**config.mk**
```make
export PLATFORM = sky130hd
export DESIGN_NAME = date_text_parse_validate
export DESIGN_NICKNAME = d
export VERILOG_FILES = /design/src/hw/rtl/dtp_pkg.sv /design/src/hw/rtl/date_text_parse_validate.sv /design/src/hw/rtl/dtp_accum.sv /design/src/hw/rtl/dtp_date_check.sv
export SDC_FILE = /design/constraint.sdc
export NUM_CORES = 1
export LEC_CHECK = 0
export BUFFER_PORTS_ARGS = -buffer_cell sky130_fd_sc_hd__clkbuf_2
export CORE_MARGIN = 4
export CORE_UTILIZATION = 35
export DETAILED_ROUTE_END_ITERATION = 12
export GPL_TIMING_DRIVEN = 0
export PLACE_DENSITY = 0.59
export SETUP_SLACK_MARGIN = 0.1
export SYNTH_ARGS = -nofsm -noshare
export SYNTH_HDL_FRONTEND = slang
export SYNTH_SLANG_ARGS = --single-unit
export TNS_END_PERCENT = 100
```
**constraint.sdc**
```tcl
create_clock -name clk -period 3.7 [get_ports clk]
set_clock_uncertainty 0.1 [all_clocks]
set_input_delay 0.37 -clock clk [delete_from_list [all_inputs] [get_ports clk]]
set_output_delay 0.37 -clock clk [all_outputs]
set_load 0.01 [all_outputs]
```
**src/hw/rtl/dtp_pkg.sv**
```systemverilog
// shared types and constants of the date text parser
package dtp_pkg;

  localparam int unsigned NUM_W   = 14;
  localparam int unsigned CNT_W   = 4;
  localparam int unsigned SEP_W   = 2;
  localparam int unsigned DIG_W   = 4;

  localparam logic [NUM_W-1:0] NUM_MAX = NUM_W'(9999);
  localparam logic [CNT_W-1:0] MAX_LEN = CNT_W'(11);
  localparam logic [SEP_W-1:0] SEP_MAX = SEP_W'(3);
  localparam logic [SEP_W-1:0] SEP_DAY = SEP_W'(0);
  localparam logic [SEP_W-1:0] SEP_MON = SEP_W'(1);
  localparam logic [DIG_W-1:0] DIG_NINE = DIG_W'(9);

  localparam logic [7:0] CH_END   = 8'h00;
  localparam logic [7:0] CH_DOT   = 8'h2E;
  localparam logic [7:0] CH_SLASH = 8'h2F;
  localparam logic [7:0] CH_ZERO  = 8'h30;
  localparam logic [7:0] CH_NINE  = 8'h39;

  localparam logic [NUM_W-1:0] MON_JAN = NUM_W'(1);
  localparam logic [NUM_W-1:0] MON_DEC = NUM_W'(12);
  localparam logic [3:0] MON_FEB = 4'd2;
  localparam logic [3:0] MON_APR = 4'd4;
  localparam logic [3:0] MON_JUN = 4'd6;
  localparam logic [3:0] MON_SEP = 4'd9;
  localparam logic [3:0] MON_NOV = 4'd11;

  localparam logic [4:0] DAYS_28 = 5'd28;
  localparam logic [4:0] DAYS_29 = 5'd29;
  localparam logic [4:0] DAYS_30 = 5'd30;
  localparam logic [4:0] DAYS_31 = 5'd31;

  typedef struct packed {
    logic [NUM_W-1:0] day;
    logic [NUM_W-1:0] month;
    logic [NUM_W-1:0] year;
    logic             cent;
    logic             had_sep;
  } fields_t;

endpackage

```
**src/hw/rtl/date_text_parse_validate.sv**
```systemverilog
// top level of the day-month-year date text parser and validator
//
// input channel: valid, ready, ch. one text byte per item; digits build a
// number saturating at 9999, a dot or slash closes the day then the month,
// a zero byte closes the year and ends the date.
// result channel: res_valid, res_ready, day, month, year, valid_res,
// had_separator. one result per zero byte, none for other bytes.
// throughput: one byte per cycle while no held result stalls a zero byte;
// the byte passes an input register, then updates the parse state, and a
// zero byte loads the calendar check of that state into the result register.
// result path: a zero byte passes the input register, then its result is
// loaded into the result register and shown with res_valid.
// stall: a held result blocks only a following zero byte in the input
// register; other bytes keep flowing, so ready drops only then.
// reset: clears the parse state, input register valid and result valid; the
// first byte is taken in the cycle after reset is released.
module date_text_parse_validate (
  input  logic                      clk,
  input  logic                      rst,
  input  logic                      valid,
  output logic                      ready,
  input  logic [7:0]                ch,
  output logic                      res_valid,
  input  logic                      res_ready,
  output logic [dtp_pkg::NUM_W-1:0] day,
  output logic [dtp_pkg::NUM_W-1:0] month,
  output logic [dtp_pkg::NUM_W-1:0] year,
  output logic                      valid_res,
  output logic                      had_separator
);

  logic             ch_vld;
  logic [7:0]       ch_q;
  logic             go;
  logic             is_end;
  logic             ok;
  dtp_pkg::fields_t cur;

  assign is_end = (ch_q == dtp_pkg::CH_END);
  assign go     = ch_vld && (!is_end || !res_valid || res_ready);
  assign ready  = !ch_vld || go;

  always_ff @(posedge clk) begin
    if (rst) begin
      ch_vld <= 1'b0;
    end else if (ready) begin
      ch_vld <= valid;
    end
  end

  always_ff @(posedge clk) begin
    if (ready) begin
      ch_q <= ch;
    end
  end

  dtp_accum u_accum (
    .clk  (clk),
    .rst  (rst),
    .take (go),
    .ch   (ch_q),
    .cur  (cur)
  );

  dtp_date_check u_check (
    .cur (cur),
    .ok  (ok)
  );

  always_ff @(posedge clk) begin
    if (rst) begin
      res_valid <= 1'b0;
    end else if (go && is_end) begin
      res_valid <= 1'b1;
    end else if (res_ready) begin
      res_valid <= 1'b0;
    end
  end

  always_ff @(posedge clk) begin
    if (go && is_end) begin
      day           <= cur.day;
      month         <= cur.month;
      year          <= cur.year;
      valid_res     <= ok;
      had_separator <= cur.had_sep;
    end
  end

endmodule

```
**src/hw/rtl/dtp_accum.sv**
```systemverilog
// parse state: number accumulator, stored day and month, counters
module dtp_accum (
  input  logic                  clk,
  input  logic                  rst,
  input  logic                  take,
  input  logic [7:0]            ch,
  output dtp_pkg::fields_t      cur
);

  logic [dtp_pkg::NUM_W-1:0] number_accum;
  logic [dtp_pkg::NUM_W-1:0] day_reg;
  logic [dtp_pkg::NUM_W-1:0] month_reg;
  logic [dtp_pkg::SEP_W-1:0] separator_count;
  logic [dtp_pkg::CNT_W-1:0] byte_count;
  logic [dtp_pkg::DIG_W-1:0] dig_hi;
  logic [dtp_pkg::DIG_W-1:0] dig_lo;

  logic                      is_digit;
  logic                      is_sep;
  logic [dtp_pkg::DIG_W-1:0] digit;
  logic [16:0]               prod;
  logic                      sat;

  assign is_digit = (ch >= dtp_pkg::CH_ZERO) && (ch <= dtp_pkg::CH_NINE);
  assign is_sep   = (ch == dtp_pkg::CH_DOT) || (ch == dtp_pkg::CH_SLASH);
  assign digit    = dtp_pkg::DIG_W'(ch - dtp_pkg::CH_ZERO);
  assign prod     = 17'(number_accum) * 17'd10 + 17'(digit);
  assign sat      = prod > 17'(dtp_pkg::NUM_MAX);

  always_ff @(posedge clk) begin
    if (rst) begin
      number_accum    <= '0;
      day_reg         <= '0;
      month_reg       <= '0;
      separator_count <= '0;
      byte_count      <= '0;
      dig_hi          <= '0;
      dig_lo          <= '0;
    end else if (take) begin
      if (ch == dtp_pkg::CH_END) begin
        number_accum    <= '0;
        day_reg         <= '0;
        month_reg       <= '0;
        separator_count <= '0;
        byte_count      <= '0;
        dig_hi          <= '0;
        dig_lo          <= '0;
      end else if (byte_count < dtp_pkg::MAX_LEN) begin
        byte_count <= byte_count + 1'b1;
        if (is_digit) begin
          if (sat) begin
            number_accum <= dtp_pkg::NUM_MAX;
            dig_hi       <= dtp_pkg::DIG_NINE;
            dig_lo       <= dtp_pkg::DIG_NINE;
          end else begin
            number_accum <= prod[dtp_pkg::NUM_W-1:0];
            dig_hi       <= dig_lo;
            dig_lo       <= digit;
          end
        end else if (is_sep) begin
          if (separator_count == dtp_pkg::SEP_DAY) begin
            day_reg <= number_accum;
          end else if (separator_count == dtp_pkg::SEP_MON) begin
            month_reg <= number_accum;
          end
          if (separator_count != dtp_pkg::SEP_MAX) begin
            separator_count <= separator_count + 1'b1;
          end
          number_accum <= '0;
          dig_hi       <= '0;
          dig_lo       <= '0;
        end
      end
    end
  end

  // last two decimal digits track year % 100
  assign cur.day     = day_reg;
  assign cur.month   = month_reg;
  assign cur.year    = number_accum;
  assign cur.cent    = (dig_hi == '0) && (dig_lo == '0);
  assign cur.had_sep = (separator_count != '0);

endmodule

```
**src/hw/rtl/dtp_date_check.sv**
```systemverilog
// gregorian calendar check of day, month and year
module dtp_date_check (
  input  dtp_pkg::fields_t cur,
  output logic             ok
);

  logic       leap;
  logic       mon_ok;
  logic [4:0] lim;

  // divisible by 400 means divisible by 100 and by 16
  assign leap   = (cur.year[1:0] == 2'b00) &&
                  (!cur.cent || (cur.year[3:0] == 4'b0000));
  assign mon_ok = (cur.month >= dtp_pkg::MON_JAN) && (cur.month <= dtp_pkg::MON_DEC);

  always_comb begin
    case (cur.month[3:0])
      dtp_pkg::MON_FEB: lim = leap ? dtp_pkg::DAYS_29 : dtp_pkg::DAYS_28;
      dtp_pkg::MON_APR,
      dtp_pkg::MON_JUN,
      dtp_pkg::MON_SEP,
      dtp_pkg::MON_NOV: lim = dtp_pkg::DAYS_30;
      default:          lim = dtp_pkg::DAYS_31;
    endcase
  end

  assign ok = mon_ok && (cur.day != '0) && (cur.day <= dtp_pkg::NUM_W'(lim));

endmodule
```
==> metrics.md, run 1 <==
| Metric | Value |
|---|---|
| Post-Syn Area | `0.00541 mm²` |
| DRC Markers | `0` |
| R2r setup slk | `0.22 ns` |
| Status | `finished clean` |
| Top_reg_cell synth | `dfxtp_1` |
| Placement-stage cell area | `0.00595 mm²` |
| Cell Pwr Density | `approximately 350 mW/mm²` |
| Die Area | `around 0.017 mm²` |
| CP max FO | `8` |
| CP Capture Type | `flop` |
| Hold_sp | `ch[3]` |
| CTS tree | `done` |
| Final nets | `roughly 650` |
| Total routed wirelength | `around 12000 µm` |
| Final Hold Viols | `0` |
| Worst skew pair latency | `around 0.35 ns` |
| Fin area | `0.00659 mm²` |
| Post-synthesis net count | `561` |
| CP max stage delay | `0.44 ns` |
| Total global routing overflow | `0` |
| Smallest hold slack | `0.0987 ns` |
| Crit-path cells | `ha_1 -> ha_2 -> inv_1 -> fa_2 -> nand2b_4 -> nor3_4 -> or3b_4 -> and3_1 -> o211a_1 -> o2111ai_2 -> a31o_4 -> nand4_2 -> o21ai_2` |
| Chip height | `132 µm` |
| Die W | `132 µm` |
| Critical path class | `reg2reg` |
| Max cap viols | `0` |
| Period minus WS final | `approximately 3.5 ns` |
| RSZ-0062 raised after global routing | `no` |
| Initial Util | `a little over a third` |
| Overall power | `2310 µW` |
| First-pass GRT wire length | `between 20000 and 25000 µm` |
| Maximum VDD drop | `0.219 mV` |
| Fin Setup TNS | `0 ns` |
| Dpl cells | `760` |
| 1st-iter DRT viols | `between 200 and 250` |
| Vias | `about 4200` |
| Reg2reg start | `u_accum.number_accum[2]` |
| Post-synthesis sequential area ratio | `50.0%` |
| CTS Root Buffer Type | `clkbuf_16` |
| Layout cell share with drive strength beyond 1 | `25.9%` |
| Yosys warning count | `0` |
| CTS hold repair buffers | `0` |
| Vias in the first global route | `between 4000 and 5000` |
| Final-report setup violation count | `0` |
| Critical path arrival | `about 3.7 ns` |
| Slew HR | `22.9%` |
| Antenna diodes | `0` |
| Routed Antenna Nets | `0` |
| Critical path required time | `3.87 ns` |
| Initial antenna violation count | `0` |
| Critical Path Source | `u_accum.number_accum[2]` |
| Buffers added on ports | `57` |
| Total GRT Usage | `between 10% and 20%` |
| # rows | `45` |
| Non-filler cells, final | `795` |
| Post-Syn Instances | `roughly 500` |
| P&R area growth vs syn | `21.9%` |
| Commonest non-fill, non-tap cell in the layout | `nand2_1` |
| Part of the cycle the worst path needs | `a little over nine tenths` |
| Worst Tran Pin Value | `around 1.1 ns` |
| Final Max Tran Viols | `0` |
| # IOs | `just under 60` |
| CTS Sinks | `109` |
| Inserted Clock Buffers | `9` |
| Yosys cell types | `71` |
| Post-DP HPWL | `8980 µm` |
| Largest net degree at the start of global routing | `39` |
| Achievable frequency | `288 MHz` |
| Startpoint types | `flop` |
| Placer Congestion | `0.791` |
| CORE AREA | `0.0151 mm²` |
| Avg Inst Size Synth | `about 11 µm²` |
| Worst min-delay path class | `in2reg` |
| Ys async rst share | `0%` |
| # H-tree levels | `3` |
| #FFs+latches synth | `109` |
| Post-synth EDFFs | `52` |
| Max stage delay cell, worst path | `fa_2` |
| CTS Buffer Depth | `2` |
| Wirelength per Cell | `15.3 µm` |
| Most frequent cells in the layout | `nand2_1, a21oi_1, clkbuf_2` |
| Clock-pin slew on the worst setup and hold paths | `0.07 ns` |
| Via-to-Cell Ratio | `approximately 5.3` |
| Leakage | `around 0.0026 µW` |
| First-pass iteration count of the detailed router | `5` |
-- per-layer routing --
layer	track usage (%)	vias up	part of all wire, %
met5	0	-	0
li1	-	2111	-
met1	17.5	1979	44
met4	4.27	0	1.9
met3	3.44	22	4.4
met2	23.9	90	50
-- Yosys cell counts, drive strengths merged, types with 3 or more instances --
| master | n | area (µm²) |
|---|---|---|
| a2111oi | 3 | 38.8 |
| a211oi | 5 | 42.5 |
| a21o | 9 | 67.6 |
| a21oi | 63 | 338 |
| a22o | 5 | 43.8 |
| a31oi | 7 | 81.3 |
| and3 | 5 | 31.3 |
| buf | 6 | 38.8 |
| clkbuf | 14 | 52.6 |
| dfxtp | 57 | 1140 |
| edfxtp | 52 | 1560 |
| ha | 33 | 413 |
| inv | 16 | 60.1 |
| mux2i | 3 | 30.0 |
| nand2 | 60 | 225 |
| nand3 | 40 | 205 |
| nand4 | 10 | 77.6 |
| nor2 | 17 | 68.8 |
| nor3 | 13 | 80.1 |
| nor4 | 10 | 62.6 |
| nor4b | 3 | 41.3 |
| o211ai | 6 | 50.1 |
| o21ai | 20 | 104 |
| or3 | 3 | 18.8 |
| xnor2 | 13 | 121 |
| xor2 | 7 | 87.6 |
-- critical path, delay by kind of cell (launching register included) --
| family | cells | cell delay (ns) |
|---|---|---|
| AO/OA/AOI/OAI | 4 | 0.87 |
| AND/OR/NAND/NOR | 5 | 1.13 |
| buffers and inverters | 1 | 0.07 |
| flip-flops | 1 | 0.39 |
| adder cells (fa/ha/maj) | 3 | 0.83 |
-- logic make-up (layout without fill, tap and decap cells) --
| group | count (synthesis) | after routing | share of synthesized area (%) |
|---|---|---|---|
| compound gates | 133 | 134 | 16.8 |
| simple gates | 178 | 179 | 17.6 |
| fa+ha+maj | 35 | 35 | 8.38 |
| flops | 109 | 109 | 50.0 |
| mux | 3 | 3 | 0.555 |
| xor+xnor | 20 | 20 | 3.87 |
| buf+inv | 36 | 127 | 2.80 |
-- power breakdown --
part / switching (µW) / internal [µW] / leakage [µW] / total [µW]
Sequential: 6.96 / 1260 / 0.000965 / 1260
Clock: 415 / 597 / 0.000152 / 1010
Combinational: 25.6 / 13.4 / 0.00147 / 39.0
-- layout make-up --
cell class                 instances  area (µm²)
fill                            1405        8560
multi-input combinational        371        2720
clock buffer                      11         233
inverter                          16        60.1
tap                              188         235
clock inverter                     5        83.8
buffer                            20        95.1
timing repair buffer              75         433
sequential                       109        2730
-- final timing paths --
kind         cells after the start                end
min                              1            ch_q[3]
min reg2reg                      2  u_accum.dig_hi[2]
max                             13  u_accum.dig_hi[1]
max reg2reg                     13  u_accum.dig_hi[1]
-- stage by stage --
step | setup slack, ns | utilization (%)
finish | 0.223 | 43.5
global route | 0.0785 | 43.5
detailed placement | -0.464 | 39.3
global placement | -0.390 | 39.1
CTS | 0.109 | 42.3
floorplan | 0.130 | -
-- repair_timing --
action	CTS	global route
pin swaps	10	14
setup buffers	8	9
gates resized for setup	22	21
gates cloned	0	2
endpoints found under the setup margin	21	21
(Power assumes the default switching activity.)
==> inputs of run 2 (changes only) <==
--- a/config.mk
+++ b/config.mk
@@ -14,5 +14,6 @@
 export SETUP_SLACK_MARGIN = 0.1
 export SYNTH_ARGS = -nofsm -noshare
 export SYNTH_HDL_FRONTEND = slang
+export SYNTH_HIERARCHICAL = 1
 export SYNTH_SLANG_ARGS = --single-unit
 export TNS_END_PERCENT = 100
==> metrics.md, run 2 <==
| Metric | Value |
|---|---|
| Status | `finished with violations` |
| Failing checks | `setup timing` |
| Top_reg_cell synth | `dfxtp_1` |
| CTS Sinks | `between 100 and 150` |
| Post-synth EDFFs | `52` |
| Yosys cell types | `58` |
| Worst min-delay path class | `in2reg` |
| Vias | `3784` |
| Die W | `128 µm` |
| Final-report setup violation count | `21` |
| Synth area leaders | `edfxtp_1, dfxtp_1, ha_1, a21oi_1, nand3_1` |
| Worst Tran Pin Value | `0.986 ns` |
| # IOs | `58` |
| Leakage | `0.00243 µW` |
| Initial antenna violation count | `0` |
| First-pass GRT wire length | `18100 µm` |
| Commonest non-fill, non-tap cell in the layout | `clkbuf_2` |
| Die Area | `0.0163 mm²` |
| Max stage delay cell, worst path | `or4b_1` |
| Final nets | `595` |
| Post-synthesis sequential area ratio | `53.8%` |
| Initial Util | `35.9%` |
| Most frequent cell on the critical path | `ha_4` |
| Most frequent cells in the layout | `clkbuf_2, edfxtp_1, dfxtp_1` |
| Buffers added on ports | `57` |
| Worst skew pair latency | `0.34 ns` |
| Inserted Clock Buffers | `9` |
| Post-layout util | `~44%` |
| Total global routing overflow | `0` |
| Count leader, synth | `dfxtp_1` |
| Critical path class | `reg2reg` |
| CORE AREA | `0.0140 mm²` |
| Chip height | `128 µm` |
| P&R area growth vs syn | `22.4%` |
| Total GRT Usage | `13.6%` |
| Commonest cells in the synthesized netlist | `dfxtp_1, edfxtp_1, a21oi_1` |
| Clock-pin slew on the worst setup and hold paths | `0.07 ns` |
| Yosys warning count | `6` |
| # rows | `43` |
| Yosys top cell by area | `edfxtp_1` |
| Overall power | `2320 µW` |
| CTS hold repair buffers | `0` |
| Layout cell share with drive strength beyond 1 | `24.4%` |
| Post-Syn Instances | `460` |
| Critical path arrival | `4.06 ns` |
| Ys async rst share | `0%` |
| First-pass iteration count of the detailed router | `5` |
| Vias in the first global route | `roughly 3700` |
| Critical path required time | `3.87 ns` |
| Placer Congestion | `0.822` |
| Total routed wirelength | `roughly 11000 µm` |
| Post-DP HPWL | `8050 µm` |
| CP Capture Type | `flop` |
| Final Hold Viols | `0` |
| Top-area cell type share of the netlist area | `just over 30%` |
| Post-synthesis net count | `507` |
| Antenna diodes | `0` |
| Worst slack, placed | `-0.559 ns` |
| Maximum VDD drop | `0.221 mV` |
| CP max FO | `8` |
| Part of the cycle the worst path needs | `105%` |
| Final WS setup | `-0.196 ns` |
| Post-Syn Area | `0.00503 mm²` |
| Largest net degree at the start of global routing | `19` |
| Cell Pwr Density | `377 mW/mm²` |
| Final Max Tran Viols | `0` |
| DRC Markers | `0` |
| Startpoint types | `flop` |
| CTS Root Buffer Type | `clkbuf_16` |
| Smallest hold slack | `0.104 ns` |
| #FFs+latches synth | `109` |
| RSZ-0062 raised after global routing | `yes` |
| Period minus WS final | `3.90 ns` |
| Routed Antenna Nets | `0` |
| Achievable frequency | `257 MHz` |
| # H-tree levels | `3` |
| Max cap viols | `0` |
| 1st-iter DRT viols | `about 190` |
| Slew HR | `33.8%` |
| Avg Inst Size Synth | `between 10 and 15 µm²` |
| CP max stage delay | `0.50 ns` |
| CTS tree | `done` |
| Wirelength per Cell | `15.0 µm` |
| Crit-path cells | `ha_4 -> ha_4 -> inv_2 -> fa_2 -> xor2_2 -> or3b_4 -> nor4b_4 -> and4b_4 -> nand2_2 -> or4b_1 -> a211o_1 -> a22oi_4 -> buf_12 -> a32o_1` |
| Via-to-Cell Ratio | `about 5.2` |
| CTS Buffer Depth | `2` |
==> run 2: changes by cell type in the layout (fill, tap and decap cells not counted), sizes merged, moves of 8 or more <==
cell / previous run / this run
a21oi: 63 / 45
nor3: 13 / 5
nand4: 11 / 3
nand2: 60 / 44
a22oi: 2 / 12
==> run 2: worst max-delay path: cells and delay by family (launching register included) <==
family          cells  cell delay [ns]
simple gates        5             1.48
fa+ha+maj           3             0.78
compound gates      3             0.74
flops               1             0.37
buf+inv             2             0.20
xor+xnor            1             0.16
==> run 2: metal layers <==
metal | GRT usage, % | routed length [µm] | vias to the layer above
met5 | 0 | 0 | -
met4 | 4.24 | 154 | 0
met3 | 2.75 | 425 | 9
met2 | 24.1 | 5490 | 71
met1 | 16.6 | 4900 | 1791
li1 | - | - | 1913
==> run 2: path summary, 6_finish.rpt <==
check	depth (start not counted)	startpoint	end	slack, ns
worst max-delay path	14	u_accum/number_accum[3]	u_accum/number_accum[6]	-0.20
worst min-delay path	1	ch[6]	ch_q[6]	0.10
worst max register to register	14	u_accum/number_accum[3]	u_accum/number_accum[6]	-0.20
worst min register to register	1	u_accum/dig_hi[1]	u_accum/dig_hi[1]	0.36
==> run 2: cell families (layout without fill, tap and decap cells) <==
group                      Yosys count  after routing  synth area share, %
and+or+nand+nor                    148            148                 15.8
muxes                                2              2                0.398
AOI/OAI and AO/OA                  118            118                 15.2
DFF                                109            109                 53.8
xor gates and xnor gates            20             20                 3.48
buffers and inverters               28            121                 2.31
adders and majority gates           35             35                 9.01
==> run 2: final cells by class <==
| class | instances | area (µm²) |
|---|---|---|
| sequential | 109 | 2720 |
| clock buffer | 9 | 225 |
| tap | 180 | 225 |
| multi-input combinational | 323 | 2310 |
| fill | 1336 | 7840 |
| timing repair buffer | 77 | 455 |
| buffer | 18 | 80.1 |
| inverter | 10 | 37.5 |
| clock inverter | 7 | 96.3 |
==> run 2: power breakdown <==
part           switching, µW  internal (µW)  total [µW]
registers               8.04           1260        1260
clock network            419            597        1020
logic                   24.9           14.6        39.6
total                    452           1870        2320
==> run 2: per-stage QoR <==
step | std cells | instance area, µm² | TNS (ns)
after CTS | 729 | 6090 | -3.63
after detailed placement | 699 | 5620 | -9.74
after floorplan | 460 | 5090 | -3.26
after global routing | 733 | 6150 | -5.75
final | 733 | 6150 | -3.21
after global placement | 697 | 5600 | -8.34
==> run 2: timing repair <==
item | CTS | global route
resized for setup | 12 | 12
endpoints found under the setup margin | 21 | 38
gates cloned | 1 | 0
setup buffers | 13 | 4
pin swaps | 10 | 6
